`config.mk`:
```
export PLATFORM = sky130hd
export DESIGN_NAME = utf8_case_converter
export DESIGN_NICKNAME = d
export VERILOG_FILES = /design/src/rtl/utfcc_pkg.sv /design/src/rtl/utfcc_front.sv /design/src/rtl/utfcc_queue.sv /design/src/rtl/utfcc_back.sv /design/src/rtl/utf8_case_converter.sv
export SDC_FILE = /design/constraint.sdc
export NUM_CORES = 1
export LEC_CHECK = 0
export ABC_CLOCK_PERIOD_IN_PS = 7600
export BUFFER_PORTS_ARGS = -buffer_cell sky130_fd_sc_hd__buf_2
export CORE_MARGIN = 4
export CORE_UTILIZATION = 63
export CTS_BUF_LIST = sky130_fd_sc_hd__clkbuf_4
export CTS_CLUSTER_DIAMETER = 30
export DETAILED_ROUTE_END_ITERATION = 10
export GPL_ROUTABILITY_DRIVEN = 0
export GPL_TIMING_DRIVEN = 0
export PLACE_DENSITY = 0.83
export SYNTH_ARGS = -nofsm -noshare
export SYNTH_HDL_FRONTEND = slang
export SYNTH_SLANG_ARGS = --single-unit
```
`constraint.sdc`:
```
create_clock -name aclk -period 7.6 [get_ports aclk]
set_input_delay 0.76 -clock aclk [delete_from_list [all_inputs] [get_ports aclk]]
set_output_delay 0.76 -clock aclk [all_outputs]
set_load 0.05 [all_outputs]
```
`src/rtl/utfcc_pkg.sv`:
```
package utfcc_pkg;

    localparam int unsigned QueueDepth = 4;
    localparam int unsigned QueuePtrW  = $clog2(QueueDepth);
    localparam int unsigned QueueCntW  = QueuePtrW + 1;

    localparam logic [7:0] LowerOffset = 8'h20;

    typedef logic [3:0][7:0] char_bytes_t;

    typedef struct packed {
        char_bytes_t data;
        logic [2:0]  cnt;
    } conv_t;

    typedef struct packed {
        char_bytes_t data;
        logic [2:0]  cnt;
        logic        alpha;
        logic        digit;
        logic        space;
        logic        bad;
    } rec_t;

    function automatic logic trail_ok(input char_bytes_t c, input logic [2:0] n);
        logic ok;
        ok = 1'b1;
        for (int i = 1; i < 4; i++) begin
            if ((i < int'(n)) && (c[i][7:6] != 2'b10)) begin
                ok = 1'b0;
            end
        end
        return ok;
    endfunction

    function automatic conv_t conv_lower(input char_bytes_t c, input logic [2:0] n);
        conv_t      r;
        logic [7:0] a;
        logic [7:0] b;
        a      = c[0];
        b      = c[1];
        r.data = c;
        r.cnt  = n;
        if (n == 3'd1) begin
            if (a inside {[8'h41:8'h5A]}) begin
                r.data[0] = a + LowerOffset;
            end
        end else if (trail_ok(c, n)) begin
            if (n == 3'd2) begin
                if ((a == 8'hC3 && (b inside {[8'h80:8'h96], [8'h98:8'h9E]})) ||
                    (a == 8'hD0 && (b inside {[8'h90:8'h9F]}))) begin
                    r.data[1] = b + LowerOffset;
                end else if (a == 8'hD0 && (b inside {[8'hA0:8'hAF]})) begin
                    r.data[0] = 8'hD1;
                    r.data[1] = b - LowerOffset;
                end else if (a == 8'hD0 && b == 8'h81) begin
                    r.data[0] = 8'hD1;
                    r.data[1] = 8'h91;
                end else if ((a == 8'hC4 && b <= 8'hB7 && !b[0]) ||
                             (a == 8'hC4 && (b inside {[8'hB9:8'hBD]}) && b[0]) ||
                             (a == 8'hC5 && (b inside {[8'h81:8'h87]}) && b[0]) ||
                             (a == 8'hC5 && (b inside {[8'h8A:8'hB7]}) && !b[0]) ||
                             (a == 8'hC5 && (b inside {[8'hB9:8'hBD]}) && b[0])) begin
                    r.data[1] = b + 8'd1;
                end else if (a == 8'hC4 && b == 8'hBF) begin
                    r.data[0] = 8'hC5;
                    r.data[1] = 8'h80;
                end else if (a == 8'hC5 && b == 8'hB8) begin
                    r.data[0] = 8'hC3;
                    r.data[1] = 8'hBF;
                end
            end else if (n == 3'd3 && a == 8'hE1 && b == 8'hBA && c[2] == 8'h9E) begin
                r.data[0] = 8'hC3;
                r.data[1] = 8'h9F;
                r.data[2] = 8'h00;
                r.cnt     = 3'd2;
            end
        end
        return r;
    endfunction

    function automatic conv_t conv_upper(input char_bytes_t c, input logic [2:0] n);
        conv_t      r;
        logic [7:0] a;
        logic [7:0] b;
        a      = c[0];
        b      = c[1];
        r.data = c;
        r.cnt  = n;
        if (n == 3'd1) begin
            if (a inside {[8'h61:8'h7A]}) begin
                r.data[0] = a - LowerOffset;
            end
        end else if (n == 3'd2 && trail_ok(c, n)) begin
            if ((a == 8'hC3 && (b inside {[8'hA0:8'hB6], [8'hB8:8'hBE]})) ||
                (a == 8'hD0 && (b inside {[8'hB0:8'hBF]}))) begin
                r.data[1] = b - LowerOffset;
            end else if (a == 8'hC3 && b == 8'h9F) begin
                r.data[0] = 8'hE1;
                r.data[1] = 8'hBA;
                r.data[2] = 8'h9E;
                r.cnt     = 3'd3;
            end else if (a == 8'hC3 && b == 8'hBF) begin
                r.data[0] = 8'hC5;
                r.data[1] = 8'hB8;
            end else if ((a == 8'hC4 && b <= 8'hB7 && b[0]) ||
                         (a == 8'hC4 && (b inside {[8'hBA:8'hBE]}) && !b[0]) ||
                         (a == 8'hC5 && (b inside {[8'h82:8'h88]}) && !b[0]) ||
                         (a == 8'hC5 && (b inside {[8'h8B:8'hB7]}) && b[0]) ||
                         (a == 8'hC5 && (b inside {[8'hBA:8'hBE]}) && !b[0])) begin
                r.data[1] = b - 8'd1;
            end else if (a == 8'hC5 && b == 8'h80) begin
                r.data[0] = 8'hC4;
                r.data[1] = 8'hBF;
            end else if (a == 8'hD1 && b <= 8'h8F) begin
                r.data[0] = 8'hD0;
                r.data[1] = b + LowerOffset;
            end else if (a == 8'hD1 && b == 8'h91) begin
                r.data[0] = 8'hD0;
                r.data[1] = 8'h81;
            end
        end
        return r;
    endfunction

    function automatic logic alpha_of(input char_bytes_t c, input logic [2:0] n);
        conv_t      low;
        logic [7:0] a;
        logic [7:0] b;
        logic       res;
        low = conv_lower(c, n);
        a   = low.data[0];
        b   = low.data[1];
        res = 1'b0;
        if (n != 3'd1 && !trail_ok(c, n)) begin
            res = 1'b0;
        end else if (low.cnt == 3'd1) begin
            res = (a inside {[8'h61:8'h7A]});
        end else if (low.cnt == 3'd2) begin
            res = (a == 8'hC3 && (b inside {[8'hA0:8'hB6], [8'hB8:8'hBE], 8'h9F, 8'hBF})) ||
                  (a == 8'hC4 && b <= 8'hB7 && b[0]) ||
                  (a == 8'hC4 && (b inside {[8'hBA:8'hBE]}) && !b[0]) ||
                  (a == 8'hC5 && b == 8'h80) ||
                  (a == 8'hC5 && (b inside {[8'h82:8'h88]}) && !b[0]) ||
                  (a == 8'hC5 && (b inside {[8'h8B:8'hB7]}) && b[0]) ||
                  (a == 8'hC5 && (b inside {8'hBA, 8'hBC, 8'hBE})) ||
                  (a == 8'hD0 && (b inside {[8'hB0:8'hBF]})) ||
                  (a == 8'hD1 && (b <= 8'h8F || b == 8'h91));
        end
        return res;
    endfunction

endpackage

```
`src/rtl/utfcc_front.sv`:
```
module utfcc_front
    import utfcc_pkg::*;
(
    input  logic       aclk,
    input  logic       aresetn,
    input  logic       case_mode,
    input  logic       s_tvalid,
    output logic       s_tready,
    input  logic [7:0] s_tdata,
    input  logic       q_full,
    output logic       q_push,
    output rec_t       q_rec
);

    logic [2:0][7:0] held_reg;
    logic [2:0][7:0] held_next;
    logic [1:0]      seen_reg;
    logic [1:0]      seen_next;
    logic [2:0]      clen_reg;
    logic [2:0]      clen_next;

    logic        accept;
    logic [2:0]  n;
    logic        done;
    char_bytes_t ch;
    conv_t       conv;

    assign s_tready = !q_full;
    assign accept   = s_tvalid && s_tready;

    always_comb begin
        held_next = held_reg;
        seen_next = seen_reg;
        clen_next = clen_reg;
        q_push    = 1'b0;
        done      = 1'b0;
        n         = 3'd1;
        ch        = '0;
        q_rec     = '0;
        if (seen_reg == 2'd0) begin
            if (s_tdata < 8'h80) begin
                n = 3'd1;
            end else if (s_tdata[7:5] == 3'b110) begin
                n = 3'd2;
            end else if (s_tdata[7:4] == 4'b1110) begin
                n = 3'd3;
            end else begin
                n = 3'd4;
            end
        end else begin
            n = clen_reg;
        end
        for (int i = 0; i < 3; i++) begin
            if (i < int'(n) - 1) begin
                ch[i] = held_reg[i];
            end
        end
        ch[2'(n - 3'd1)] = s_tdata;
        conv = case_mode ? conv_upper(ch, n) : conv_lower(ch, n);
        if (accept) begin
            if (seen_reg == 2'd0) begin
                if (s_tdata inside {[8'h80:8'hBF]}) begin
                    q_push        = 1'b1;
                    q_rec.data[0] = s_tdata;
                    q_rec.cnt     = 3'd1;
                    q_rec.bad     = 1'b1;
                end else if (n == 3'd1) begin
                    done = 1'b1;
                end else begin
                    held_next[0] = s_tdata;
                    seen_next    = 2'd1;
                    clen_next    = n;
                end
            end else if ({1'b0, seen_reg} < clen_reg - 3'd1) begin
                for (int i = 1; i < 3; i++) begin
                    if (seen_reg == 2'(i)) begin
                        held_next[i] = s_tdata;
                    end
                end
                seen_next = seen_reg + 2'd1;
            end else begin
                done      = 1'b1;
                seen_next = 2'd0;
                clen_next = 3'd0;
            end
        end
        if (done) begin
            q_push      = 1'b1;
            q_rec.data  = conv.data;
            q_rec.cnt   = conv.cnt;
            q_rec.alpha = alpha_of(ch, n);
            q_rec.digit = (ch[0] inside {[8'h30:8'h39]});
            q_rec.space = (ch[0] == 8'h20) || (ch[0] inside {[8'h09:8'h0D]});
        end
    end

    always_ff @(posedge aclk) begin
        if (!aresetn) begin
            held_reg <= '0;
            seen_reg <= 2'd0;
            clen_reg <= 3'd0;
        end else begin
            held_reg <= held_next;
            seen_reg <= seen_next;
            clen_reg <= clen_next;
        end
    end

endmodule

```
`src/rtl/utfcc_queue.sv`:
```
module utfcc_queue
    import utfcc_pkg::*;
(
    input  logic aclk,
    input  logic aresetn,
    input  logic push,
    input  rec_t wr_rec,
    input  logic pop,
    output rec_t rd_rec,
    output logic full,
    output logic empty
);

    rec_t                 mem_reg [QueueDepth];
    logic [QueuePtrW-1:0] wr_ptr_reg;
    logic [QueuePtrW-1:0] rd_ptr_reg;
    logic [QueueCntW-1:0] count_reg;
    logic                 do_push;
    logic                 do_pop;

    assign full    = (count_reg == QueueCntW'(QueueDepth));
    assign empty   = (count_reg == '0);
    assign do_push = push && !full;
    assign do_pop  = pop && !empty;
    assign rd_rec  = mem_reg[rd_ptr_reg];

    always_ff @(posedge aclk) begin
        if (do_push) begin
            mem_reg[wr_ptr_reg] <= wr_rec;
        end
    end

    always_ff @(posedge aclk) begin
        if (!aresetn) begin
            wr_ptr_reg <= '0;
            rd_ptr_reg <= '0;
            count_reg  <= '0;
        end else begin
            if (do_push) begin
                wr_ptr_reg <= wr_ptr_reg + QueuePtrW'(1);
            end
            if (do_pop) begin
                rd_ptr_reg <= rd_ptr_reg + QueuePtrW'(1);
            end
            if (do_push && !do_pop) begin
                count_reg <= count_reg + QueueCntW'(1);
            end else if (do_pop && !do_push) begin
                count_reg <= count_reg - QueueCntW'(1);
            end
        end
    end

endmodule

```
`src/rtl/utfcc_back.sv`:
```
module utfcc_back
    import utfcc_pkg::*;
(
    input  logic       aclk,
    input  logic       aresetn,
    input  logic       q_empty,
    input  rec_t       q_rec,
    output logic       q_pop,
    output logic       m_tvalid,
    input  logic       m_tready,
    output logic [7:0] m_tdata,
    output logic       m_tlast,
    output logic [3:0] m_tuser
);

    rec_t       cur_reg;
    logic [1:0] idx_reg;
    logic       valid_reg;
    logic       last;

    assign last     = ({1'b0, idx_reg} == cur_reg.cnt - 3'd1);
    assign q_pop    = !q_empty && (!valid_reg || (m_tready && last));
    assign m_tvalid = valid_reg;
    assign m_tdata  = cur_reg.data[idx_reg];
    assign m_tlast  = last;
    assign m_tuser  = {cur_reg.bad, cur_reg.space, cur_reg.digit, cur_reg.alpha} & {4{last}};

    always_ff @(posedge aclk) begin
        if (q_pop) begin
            cur_reg <= q_rec;
        end
    end

    always_ff @(posedge aclk) begin
        if (!aresetn) begin
            valid_reg <= 1'b0;
            idx_reg   <= 2'd0;
        end else if (q_pop) begin
            valid_reg <= 1'b1;
            idx_reg   <= 2'd0;
        end else if (valid_reg && m_tready) begin
            if (last) begin
                valid_reg <= 1'b0;
            end else begin
                idx_reg <= idx_reg + 2'd1;
            end
        end
    end

endmodule

```
`src/rtl/utf8_case_converter.sv`:
```
// UTF-8 case converter: takes one byte per cycle on s_, gathers each character (length
// from its lead byte) and queues the converted character in a four-entry queue; the
// output side sends one byte per cycle on m_ while m_tready is high, m_tlast on a
// character's last byte with the flags in m_tuser. Characters pass a queue entry, then
// cur_reg. Input stalls only when the queue is full, which the output byte rate sets
// (a sharp s in upper mode grows from two bytes to three). case_mode sits at address 0.
module utf8_case_converter
    import utfcc_pkg::*;
(
    input  logic        aclk,
    input  logic        aresetn,
    input  logic        s_tvalid,
    output logic        s_tready,
    input  logic [7:0]  s_tdata,   // in_byte
    output logic        m_tvalid,
    input  logic        m_tready,
    output logic [7:0]  m_tdata,   // out_byte
    output logic        m_tlast,   // char_end
    output logic [3:0]  m_tuser,   // is_alpha, is_digit, is_space, bad_lead
    input  logic        psel,
    input  logic        penable,
    input  logic        pwrite,
    input  logic [2:0]  paddr,
    input  logic [31:0] pwdata,
    output logic [31:0] prdata,
    output logic        pready
);

    logic mode_reg;
    logic q_push;
    logic q_pop;
    logic q_full;
    logic q_empty;
    rec_t wr_rec;
    rec_t rd_rec;

    assign pready = 1'b1;
    assign prdata = (paddr[2] == 1'b0) ? {31'd0, mode_reg} : 32'd0;

    always_ff @(posedge aclk) begin
        if (!aresetn) begin
            mode_reg <= 1'b0;
        end else if (psel && penable && pwrite && pready && paddr[2] == 1'b0) begin
            mode_reg <= pwdata[0];
        end
    end

    utfcc_front u_front (
        .aclk      (aclk),
        .aresetn   (aresetn),
        .case_mode (mode_reg),
        .s_tvalid  (s_tvalid),
        .s_tready  (s_tready),
        .s_tdata   (s_tdata),
        .q_full    (q_full),
        .q_push    (q_push),
        .q_rec     (wr_rec)
    );

    utfcc_queue u_queue (
        .aclk    (aclk),
        .aresetn (aresetn),
        .push    (q_push),
        .wr_rec  (wr_rec),
        .pop     (q_pop),
        .rd_rec  (rd_rec),
        .full    (q_full),
        .empty   (q_empty)
    );

    utfcc_back u_back (
        .aclk     (aclk),
        .aresetn  (aresetn),
        .q_empty  (q_empty),
        .q_rec    (rd_rec),
        .q_pop    (q_pop),
        .m_tvalid (m_tvalid),
        .m_tready (m_tready),
        .m_tdata  (m_tdata),
        .m_tlast  (m_tlast),
        .m_tuser  (m_tuser)
    );

`ifndef SYNTHESIS
    a_flags_on_last: assert property (@(posedge aclk) disable iff (!aresetn)
        m_tvalid && (m_tuser != 4'd0) |-> m_tlast)
        else $error("flags set on a byte that does not end a character");

    a_bad_alone: assert property (@(posedge aclk) disable iff (!aresetn)
        m_tvalid && m_tuser[3] |-> (m_tuser[2:0] == 3'd0))
        else $error("stray continuation carries class flags");

    a_stray_queued: assert property (@(posedge aclk) disable iff (!aresetn)
        s_tvalid && s_tready && q_push && wr_rec.bad |=> !q_empty)
        else $error("stray continuation item lost");
`endif

endmodule
```
Word-level counts from Yosys, hierarchy flattened
Memories as Yosys holds them, arrays and structs flattened. A register that Yosys moved wholly into a read port is not among the register bits.
Cells that the tools add are included.
- flip-flop bits (word level): 40
- bits in writable memories: 156
- output and inout bits: 48
- word-level logic and storage cells: 367
- memories: 1
- $add $sub $neg: 16
- order comparisons: 59
- equal/unequal tests: 45
- muxes and demuxes: 92
- bitwise gates (word level): 7
- reduce and logical (&&, ||, !) cells: 136
- memories (memory ; words ; bits a word ; read ports ; clocked after memory_dff ; write ports ; line ; text):
    u_queue.mem_reg ; 4 ; 39 ; 1 ; 1 ; 1 ; utfcc_queue.sv:14 ; rec_t mem_reg [QueueDepth];
- operators with widths (operator ; number):
    == test 8 bit, second input constant ; 26
    two-way mux 16 bit ; 12
    two-way mux 8 bit ; 23
    greater-or-equal comparator 8 bit, second input constant ; 19
    <= comparator 8 bit, second input constant ; 19
    two-way mux 27 bit ; 4
    logical AND 1 bit ; 90
    two-way mux 3 bit ; 16
    two-way mux 11 bit ; 4
    two-way mux 38 bit ; 1
    bitwise mux 32 bit ; 1
    < comparator 1 x 32 -> 1 bit, first input constant ; 1
    < comparator 2 x 32 -> 1 bit, first input constant ; 1
    < comparator 3 x 32 -> 1 bit, first input constant ; 1
    greater-or-equal comparator 8 x 7 -> 1 bit, second input constant ; 3
    <= comparator 8 x 7 -> 1 bit, second input constant ; 3
    two-way mux 1 bit ; 24
    logical OR 1 bit ; 21
    two-way mux 19 bit ; 1
    adder 8 x 6 -> 8 bit, second input constant ; 2
    binary-select mux 8 bit (select 2 bit) ; 1
    demux 8 bit (select 2 bit) ; 1
    AND reduction 4 bit ; 4
    subtractor 8 x 6 -> 8 bit, second input constant ; 2
    other kinds (40) ; 75

Longest topological paths before layout
- word-level depth: 43
- mapped depth: 26

Hierarchy
Synthesis repeated with hierarchy kept, for this count alone.
- cell total of the unflattened synthesis: 1084
- area, all modules: 13107.6 um2
- modules (own cells, without submodules) (module ; times used ; cells an instance ; area an instance (um2) ; sequential area each (um2)):
    utfcc_queue ; 1 ; 251 ; 6100.9 ; 4864.7
    utfcc_front ; 1 ; 708 ; 5047.3 ; 580.6
    utfcc_back ; 1 ; 85 ; 1644.1 ; 1231.2
    utf8_case_converter ; 1 ; 40 ; 315.3 ; 20.0

Least setup slack after synthesis
OpenSTA, ideal clock, no wires.
- path kind: input to register
- from: input s_tdata[5]
- to: memory u_queue.mem_reg[0][3] (netlist bit) (data pin)
- arrival: 5.611 ns
- setup slack: 1.702 ns
- stages on the path: 22
- path buffers: 2
- path through: clkbuf_1 > nand2_1 > a41oi_1 > ha_1 > ha_1 > nor2b_1 > buf_2 > nor3_1 > a21o_1 > inv_2 > ha_1 > nand2b_1 > nor2_1 > o41ai_4 > o211ai_2 > or3_4 > a31oi_4 > nor2_2 > nor4_1 > nor4_1 > o31ai_1 > o211ai_1
- RTL lines (element ; line ; text):
    from (decl) ; utf8_case_converter.sv:14 ; input logic [7:0] s_tdata,
    to (decl) ; utfcc_queue.sv:14 ;

==> results.yml <==
die:
  start_util_pct: 64.55
  dieWidth_um: 152.7
  dieArea_um2: 23310
  num_rows: 52
  die_h_um: 152.7
  io_pins: 98
  core-area_um2: 20430
logic_synthesis:
  yosysWarningCount: 0
  ys.flop_type: "edfxtp_1"
  synthMuxAreaShare_pct: 10.39
  yosysSeqAreaShare_pct: 50.47
  synth_compound_area_share_pct: 15.59
  synthAdderAreaFrac_pct: 2.903
  synth_enable_flop_cells: 195
  netlist_area_um2: 13190
  async_flop_share_pct: 0
  synth.avg_cell_area_um2: 11.61
  synth-xor-area-share_pct: 0.7970
  synth_seq_cells: 235
  synthSimpleGateAreaFrac_pct: 14.74
  synth_top_family_by_area: "compound AO/OA/AOI/OAI gates"
  syn_inst: 1136
  ys_types: 99
sta:
  slew_viol_final: 0
  relSlewSlack_pct: 18.67
  finalHoldViolCount: 0
  final-setup-viol-count: 0
  rsz0062_at_grt: "false"
  finalClockSkew_ps: 79.51
  fin_hold_ws_ps: 350.6
  fmax_mhz: 141.9
  fin_tns_setup_ps: 0
  postLayoutSetupSlackWorst_ps: 552.0
  worst_pin_slew_ps: 1204
  finalCritPeriodShare_pct: 92.74
  period_needed_ps: 7048
drt:
  drc: 0
  routed_via_density: 6.710
  wl_per_cell_um: 23.28
  route.vias.total: 10490
  wirelength_um: 36390
  drtIter0Drc: 1444
  dr.pass1.iters: 7
  drtAntennaViolNets: 0
layout:
  ff_latch_area_um2: 6656
  largest_register_ff_count: 156
  layout-area-overhead-vs-synth_pct: 10.70
  layout-drive-gt1-share_pct: 20.12
  final_cell_mix: "195 x edfxtp_1, 84 x nand2_1, 80 x clkbuf_4"
  fillCellCount: 1432
  utilization_pct: 71.46
  multi_input_comb_area_um2: 5991
  final_common_cell: "edfxtp_1"
  fin_nets: 1336
worst_hold_path:
  hold_class: "primary input to flip-flop"
clock_tree:
  post_cts_buffers: 0
  clockBufferDepth: 3
  cts_tree: "done"
  cts.clk_slew.worst_paths_ps: 70
  root_buffer: "clkbuf_4"
  clkSinkCount: 235
  htree_levels: 2
  clock_latency_ps: 700
  cts_buffers: 56
critical_path:
  start_kind: "flip-flop"
  arrival_ps: 7400
  crit_type: "flip-flop to flip-flop"
  required_ps: 7950
  path_max_fanout: 10
  cp-end-kind: "flip-flop"
global_routing:
  antenna_found_initial: 1
  overflow: 0
  grt_max_degree: 41
  grt_pass1_vias: 9969
  grt_pass1_wl_um: 56280
  globalRouteTotalUtil_pct: 30.58
pwr:
  seq_power_share_pct: 41.9
  intPower_uw: 2650
  sw_frac_of_total_pct: 35.74
  combPwrFrac_pct: 32.9
  ir_drop_v: 0.0001724
  powerDensity_nw_per_um2: 282.5
  netSwitchingPower_uw: 1474
  p_leak_uw: 0.005160
  clock_power_share_pct: 25.2
status:
  status: "complete, no violations"
place:
  numPortBuffers: 28
  dpl_worst_slack_ps: -60.10
  hpwl_um: 26010
flow_run:
  maxCapViolations: 0
-- metrics by stage --
step	cell area [um2]	total power [uW]	instances
3_3_place_gp	13780	3029	1464
5_1_grt	14600	4317	1563
4_1_cts	14590	4123	1562
3_5_place_dp	13870	3096	1468
6_report	14600	4124	1563
2_1_floorplan	13300	2729	1166
-- worst paths after layout --
kind                                         start                                to  slack [ps]  depth (start not counted)
setup / recovery  u_front.seen_reg[0]$_SDFFE_PN0P_  u_queue.mem_reg[2][16]$_DFFE_PP_         550                         26
hold / removal                           pwdata[0]             mode_reg$_SDFFE_PN0P_         350                          3
setup reg to reg  u_front.seen_reg[0]$_SDFFE_PN0P_  u_queue.mem_reg[2][16]$_DFFE_PP_         550                         26
hold reg to reg       u_back.m_tvalid$_SDFFE_PN0P_      u_back.m_tvalid$_SDFFE_PN0P_         510                          2
-- routing by layer --
| metal | track usage (%) | up-vias | wire, um |
|---|---|---|---|
| li1 | - | 4618 | - |
| met4 | 12.43 | 0 | 1417 |
| met2 | 51.68 | 771 | 17930 |
| met3 | 4.658 | 131 | 3590 |
| met5 | 0 | - | 0 |
| met1 | 39.94 | 4968 | 13450 |
-- critical path, cell delays in order (launching register included) --
cell	delay, ps
dfxtp_1	400
inv_1	90
ha_1	190
buf_2	170
clkbuf_1	210
a31o_2	390
ha_1	250
ha_1	320
nor2b_1	140
buf_2	200
nor3_1	640
a21boi_4	220
inv_2	130
clkbuf_1	360
ha_1	230
clkbuf_1	320
o21ai_0	150
a21oi_1	170
o21ai_0	130
a221oi_1	460
clkbuf_1	380
a211oi_1	80
a21oi_1	130
nand2_1	60
nand2_1	60
o21ai_0	120
a211oi_1	700
-- logic make-up (layout without fill, tap and decap cells) --
family,count (synthesis),after routing
other,2,33
AO/OA/AOI/OAI,275,275
XOR/XNOR,12,12
buffers and inverters,137,263
multiplexers,78,78
flip-flops,235,235
adder cells (fa/ha/maj),30,30
AND/OR/NAND/NOR,367,367
-- synth_stat cells, types with 5 or more instances --
master | instances | share of area [%]
nor2_1 | 59 | 1.7
nor2b_1 | 39 | 1.9
or3_1 | 7 | 0.33
o21ai_0 | 52 | 2.0
ha_1 | 29 | 2.8
a211o_1 | 5 | 0.33
dfxtp_1 | 40 | 6.1
a211oi_1 | 7 | 0.40
o21ai_1 | 8 | 0.30
xnor2_1 | 8 | 0.53
a21boi_0 | 10 | 0.57
and2_1 | 25 | 1.2
nand2_1 | 84 | 2.4
o22ai_1 | 9 | 0.43
mux2i_1 | 30 | 2.3
buf_1 | 8 | 0.23
o211ai_1 | 12 | 0.68
buf_2 | 16 | 0.61
clkbuf_1 | 44 | 1.3
and4_1 | 6 | 0.40
o31ai_1 | 10 | 0.57
nor3_1 | 28 | 1.1
nand3b_1 | 7 | 0.40
nand4_1 | 11 | 0.52
a22oi_1 | 10 | 0.57
buf_4 | 33 | 1.9
mux4_2 | 47 | 8.0
a21oi_1 | 45 | 1.7
edfxtp_1 | 195 | 44
a21o_1 | 5 | 0.28
and3_1 | 19 | 0.90
a31oi_1 | 14 | 0.66
nand3_1 | 32 | 1.2
nand2b_1 | 10 | 0.47
o2111ai_1 | 5 | 0.33
inv_1 | 30 | 0.85
nor4_1 | 18 | 0.85
o21a_1 | 5 | 0.28
-- power groups by stage --
stage	Combinational, uW	Sequential [uW]	Clock [uW]
after floorplan	1010	1720	0
after global placement	1290	1740	0
after detailed placement	1340	1760	0
after CTS	1340	1730	1050
after global routing	1450	1740	1130
final	1360	1730	1040
-- layout make-up --
cell class                      instances  area share, %
Sequential cell                       235          45.59
Timing Repair Buffer                   32          1.560
Multi-Input combinational cell        794          41.04
Clock inverter                         14         0.8056
Inverter                               35         0.8999
Clock buffer                           80          4.114
Tap cell                              270          2.314
Buffer                                102          3.660
Antenna cell                            1        0.01714
-- what timing repair did --
action | in CTS | in global routing
resized for setup | 0 | 1
setup endpoints to repair | 0 | 20
hold buffers | 0 | 0
No activity file was read; power rests on OpenSTA's default activity.
